--- src/rtl/box_blur_5x5_edge_clipped_defines.svh ---
// Assertion macros shared by the blur block.
`ifndef BOX_BLUR_5X5_EDGE_CLIPPED_DEFINES_SVH
`define BOX_BLUR_5X5_EDGE_CLIPPED_DEFINES_SVH

`ifndef SYNTHESIS

// The consequent must hold in the same cycle as the antecedent.
`define BB5_ASSERT_SAME(label, clk, rst_n, ante, cons) \
	label: assert property (@(posedge clk) disable iff (!rst_n) (ante) |-> (cons)) \
		else $error("assertion failed");

// The consequent must hold in the cycle after the antecedent.
`define BB5_ASSERT_NEXT(label, clk, rst_n, ante, cons) \
	label: assert property (@(posedge clk) disable iff (!rst_n) (ante) |=> (cons)) \
		else $error("assertion failed");

`else

`define BB5_ASSERT_SAME(label, clk, rst_n, ante, cons)
`define BB5_ASSERT_NEXT(label, clk, rst_n, ante, cons)

`endif

`endif

--- src/rtl/bb5_div.sv ---
`default_nettype none

module bb5_div #(
	parameter int SUM_W = 13,
	parameter int CNT_W = 5
) (
	input  wire logic                  clk,
	input  wire logic                  arst_n,
	input  wire logic                  start,
	input  wire logic [2:0][SUM_W-1:0] dividend,
	input  wire logic [CNT_W-1:0]      divisor,
	output logic                       done,
	output logic      [2:0][7:0]       quotient
);

	localparam int STEP_W = $clog2(SUM_W + 1);

	logic [2:0][SUM_W-1:0] quo_q;
	logic [2:0][CNT_W-1:0] rem_q;
	logic [CNT_W-1:0]      div_q;
	logic [STEP_W-1:0]     step_q;
	logic                  run_q;
	logic                  done_q;

	logic [2:0][SUM_W-1:0] quo_nx;
	logic [2:0][CNT_W-1:0] rem_nx;

	// One restoring step per cycle in each of the three color lanes.
	always_comb begin
		for (int i = 0; i < 3; i++) begin
			logic [CNT_W:0] trial;
			trial = {rem_q[i], quo_q[i][SUM_W-1]};
			if (trial >= {1'b0, div_q}) begin
				rem_nx[i] = CNT_W'(trial - {1'b0, div_q});
				quo_nx[i] = {quo_q[i][SUM_W-2:0], 1'b1};
			end else begin
				rem_nx[i] = trial[CNT_W-1:0];
				quo_nx[i] = {quo_q[i][SUM_W-2:0], 1'b0};
			end
		end
	end

	// Step counter and done pulse.
	always_ff @(posedge clk or negedge arst_n) begin
		if (!arst_n) begin
			run_q  <= 1'b0;
			done_q <= 1'b0;
			step_q <= '0;
		end else begin
			done_q <= 1'b0;
			if (start) begin
				run_q  <= 1'b1;
				step_q <= '0;
			end else if (run_q) begin
				step_q <= step_q + 1'b1;
				if (step_q == STEP_W'(SUM_W - 1)) begin
					run_q  <= 1'b0;
					done_q <= 1'b1;
				end
			end
		end
	end

	// Lane data.
	always_ff @(posedge clk) begin
		if (start) begin
			quo_q <= dividend;
			rem_q <= '0;
			div_q <= divisor;
		end else if (run_q) begin
			quo_q <= quo_nx;
			rem_q <= rem_nx;
		end
	end

	assign done = done_q;

	// A window mean never exceeds one byte.
	always_comb begin
		for (int i = 0; i < 3; i++) begin
			quotient[i] = quo_q[i][7:0];
		end
	end

endmodule

`default_nettype wire

--- config.mk ---
export PLATFORM = sky130hd
export DESIGN_NAME = bb5_div
export DESIGN_NICKNAME = d
export VERILOG_FILES = /design/src/rtl/box_blur_5x5_edge_clipped_defines.svh /design/src/rtl/bb5_div.sv
export SDC_FILE = /design/constraint.sdc
export NUM_CORES = 1
export LEC_CHECK = 0
export BUFFER_PORTS_ARGS = -buffer_cell sky130_fd_sc_hd__buf_2
export CAP_MARGIN = 0
export CORE_MARGIN = 3
export CORE_UTILIZATION = 28
export DETAILED_ROUTE_END_ITERATION = 10
export SLEW_MARGIN = 20
export SYNTH_ARGS = -nofsm -noshare
export SYNTH_HDL_FRONTEND = slang
export SYNTH_SLANG_ARGS = --single-unit
--- constraint.sdc ---
create_clock -name clk -period 5.9 [get_ports clk]
set_input_delay 0.59 -clock clk [delete_from_list [all_inputs] [get_ports clk]]
set_output_delay 0.59 -clock clk [all_outputs]
set_load 0.01 [all_outputs]
-- Word-level counts from Yosys, hierarchy flattened
Index checks and enable logic that the tools add are counted.
- input port bits: 47
- register bits after elaboration: 65
- output and inout bits: 25
- logic and storage cells: 35
- equality and inequality tests: 1
- muxes and demuxes: 16
- reductions and logical operators: 1
- $lt $le $gt $ge: 3
- $add $sub $neg: 4
- operator list (kind ; count):
    $mux W39 ; 2
    $ge A6 B5 Y1 ; 3
    $mux W5 ; 3
    $sub A5 B5 Y5 ; 3
    $mux W1 ; 9
    $mux W4 ; 2
    $add A4 B1 Y4 const B ; 1
    $eq A4 B4 Y1 const B ; 1
    $reduce_bool A2 Y1 ; 1

-- Logic depth before layout (Yosys ltp)
- depth in word-level cells: 4
- mapped depth: 8
- mapped depth without buffers: 8

-- Worst setup path after synthesis
Ideal clock, no wire load.
- kind: input to register
- start point: input port start
- end point: register quo_q[10] (netlist name) (enable)
- required time: 5461 ps
- buffers on the path: 1
- arrival: 1668 ps
- cell stages on the path: 3
- slack: 3793 ps
- library setup time: 439 ps
- cells stage by stage: buf_4 -> nor2_1 -> inv_1
- longest elaborated chain between the ends: 1
- ends and longest elaborated chain (what ; line ; source):
    from (decl) ; bb5_div.sv:9 ; input wire logic start,
    $reduce_bool A2 Y1 (no source line) ; n/a ;
    to (signal assigned) ; bb5_div.sv:67 ; quo_q <= dividend;
    to (signal assigned) ; bb5_div.sv:71 ; quo_q <= quo_nx;
    to (decl) ; bb5_div.sv:18 ; logic [2:0][SUM_W-1:0] quo_q;
No other way between the ends.
A chain may end at the register's enable or synchronous reset.

-- Worst setup path in the final report
- start point: input port start
- end point: register quo_q[37] (netlist name) (enable)
The elaborated chain is that of the path after synthesis.

==> results.sh <==
export IMPL_outcome="finished clean"
export IMPL_yosys_warnings=0
export IMPL_grt_pass1_vias=2396
export IMPL_slowest_delay_ps=510
export IMPL_postLayoutCellArea_mm2=0.00422
export IMPL_grt_pass1_wl_mm=11.5
export IMPL_cp_num_buf_inv=4
export IMPL_r2r_start="div_q[0]"
export IMPL_io_pins=72
export IMPL_async_reset_ff_frac=0.0923
export IMPL_clock_path_buffers=2
export IMPL_grt_util_all_layers=0.0994
export IMPL_die_area_mm2=0.0141
export IMPL_start_util=0.291
export IMPL_cts_root_buf="clkbuf_16"
export IMPL_post_route_util=0.346
export IMPL_post_cts_setup_buffers=0
export IMPL_ctsHtreeMaxLevel=3
export IMPL_drive_gt1_frac=0.367
export IMPL_fin_tns_setup_ps=0
export IMPL_startpoint="start"
export IMPL_ys_types=46
export IMPL_numCtsBuffers=9
export IMPL_core_mm2=0.0122
export IMPL_grt_max_degree=40
export IMPL_slew_headroom=0.531
export IMPL_insertion_delay_ps=320
export IMPL_final_common_cell="buf_2"
export IMPL_gp_congestion=0.787
export IMPL_worstPathCellList="buf_2, buf_4, nor2_1, inv_1, buf_4"
export IMPL_leakage_nw=1.79
export IMPL_cpMostUsedCell="buf_4"
export IMPL_skew_ps=5.48
export IMPL_die_y_um=119
export IMPL_ys_seq_area_frac=0.499
export IMPL_viasPerCell=4.66
export IMPL_min_path_type="in -> async"
export IMPL_fin_crit_sh=0.410
export IMPL_r2r_cells=7
export IMPL_antenna_found_initial=0
export IMPL_layout_min_cycle_time_ps=2420
export IMPL_cts_tree="built"
export IMPL_place_area_mm2=0.00390
export IMPL_power_density_mw_per_mm2=413
export IMPL_hold_violations=0
export IMPL_n_antenna_cell=0
export IMPL_syn_to_final_growth_pct=19.0
export IMPL_drt_total_wl_mm=6.91
export IMPL_portBuffers=71
export IMPL_crit_cells=5
export IMPL_synth_edf_count=44
export IMPL_final_cell_mix="buf_2 (71), edfxtp_1 (44), mux2_2 (37), inv_1 (17), ha_1 (17)"
export IMPL_crit_slowest_cell="buf_2"
export IMPL_critical_path_top_delay_family="buffers and inverters"
export IMPL_maxSlewViolCount=0
export IMPL_cp_end_kind="flop"
export IMPL_syn_cell_area_mm2=0.00355
export IMPL_drt_iter0_markers=123
export IMPL_ant_nets=0
export IMPL_finalSetupViolCount=0
export IMPL_vias=2433
export IMPL_chipWidth_um=119
export IMPL_ys_ff_latch=65
export IMPL_grt_overflow=0
export IMPL_path_clk_slew_ps=50
export IMPL_synth_area_per_cell_um2=11.9
export IMPL_place_hpwl_mm=5.08
export IMPL_drc=0
export IMPL_vdd_drop_max_mv=0.183
export IMPL_nNetsFinal=416
export IMPL_totalPowerFinal_mw=1.75
export IMPL_synthFlopType="edfxtp_1"
export IMPL_crit_type="in -> reg"
export IMPL_cts_resized=0
export IMPL_max_clock_freq_mhz=413
export IMPL_drv_cap=0
export IMPL_syn_inst=299
export IMPL_fp_row_count=40
export IMPL_synth_fp_nets=366
export IMPL_worstPathMaxFanout=39
export IMPL_tightestPinTransition_ps=703
export IMPL_ctsHoldBuffers=0
export IMPL_startpoint_type="input port"
export IMPL_cts_sinks=65
export IMPL_rsz0062_at_grt="false"
export IMPL_required_ps=5860
export IMPL_dr_pass1_iters=4
export IMPL_wl_per_cell_um=13.2
export IMPL_cp_arrival_ps=2380
==> flip-flops by register name, indices dropped and copies added (netlist names) <==
register / flops
quotient: 24
quo_q: 15
rem_q: 15
div_q: 5
step_q: 4
done: 1
run_q: 1
==> cell usage after synthesis, drive strengths merged, types with 2 or more instances <==
master  number  share of area
dfxtp       15          0.085
nand2b       2         0.0035
or2          2         0.0035
a311oi       5          0.012
o21bai       2         0.0042
nand3b       4         0.0085
dfrtp        6          0.042
nor2        14          0.015
nor3         4         0.0056
nand4        4         0.0071
a21bo        2         0.0056
ha          17          0.060
xor2         4         0.0099
and3         2         0.0035
mux2        37           0.12
a21o         6          0.013
nand3        8          0.011
inv         17          0.018
o211ai       8          0.017
fa           3          0.017
nand2       14          0.015
a21oi       11          0.016
xnor2        2         0.0049
o211a        2         0.0078
buf         26          0.056
o21ai        9          0.013
edfxtp      44           0.37
clkbuf       8         0.0085
o31ai        2         0.0042
or3          2         0.0035
a211oi       2         0.0042
a32o         3         0.0085
==> final timing paths <==
check,to,slack [ps]
worst max register to register,rem_q[13],3620
worst min register to register,rem_q[14],490
worst min-delay path,done,90
worst max-delay path,quo_q[37],3480
min in group clk,div_q[4],450
max in group asynchronous,step_q[3],5670
==> power by group <==
group          switching (mW)  total (mW)  internal, mW
registers              0.0641       0.651         0.587
clock network           0.183       0.563         0.380
logic                   0.281       0.531         0.251
total                   0.528        1.75          1.22
==> layout make-up <==
type / count / area, um^2
Multi-Input combinational cell: 183 / 1480
Timing Repair Buffer: 73 / 370
Clock buffer: 11 / 243
Tap cell: 168 / 210
Sequential cell: 65 / 1770
Fill cell: 1240 / 7990
Inverter: 17 / 63.8
Clock inverter: 5 / 78.8
==> layer usage <==
layer / wire, um / part of all wire / up-vias / GRT usage
li1: - / - / 1196 / -
met1: 3160 / 0.46 / 1160 / 0.129
met2: 3200 / 0.46 / 65 / 0.153
met3: 395 / 0.057 / 12 / 0.0335
met4: 151 / 0.022 / 0 / 0.0377
met5: 0 / 0 / - / 0
==> logic make-up after synthesis <==
logic type / share of synthesized area
fa+ha+maj: 0.0769
mux: 0.120
buf+inv: 0.0825
xor+xnor: 0.0148
simple gates: 0.0843
flops: 0.499
compound gates: 0.122
==> metrics by stage <==
stage | hold slack (ps) | setup slack, ps | cells
CTS | 82.5 | 3460 | 522
floorplan | 294 | 3790 | 299
global route | 83.3 | 3310 | 522
finish | 86.9 | 3480 | 522
detailed placement | 422 | 3120 | 506
global placement | 420 | 3120 | 506
(Power assumes the default switching activity.)
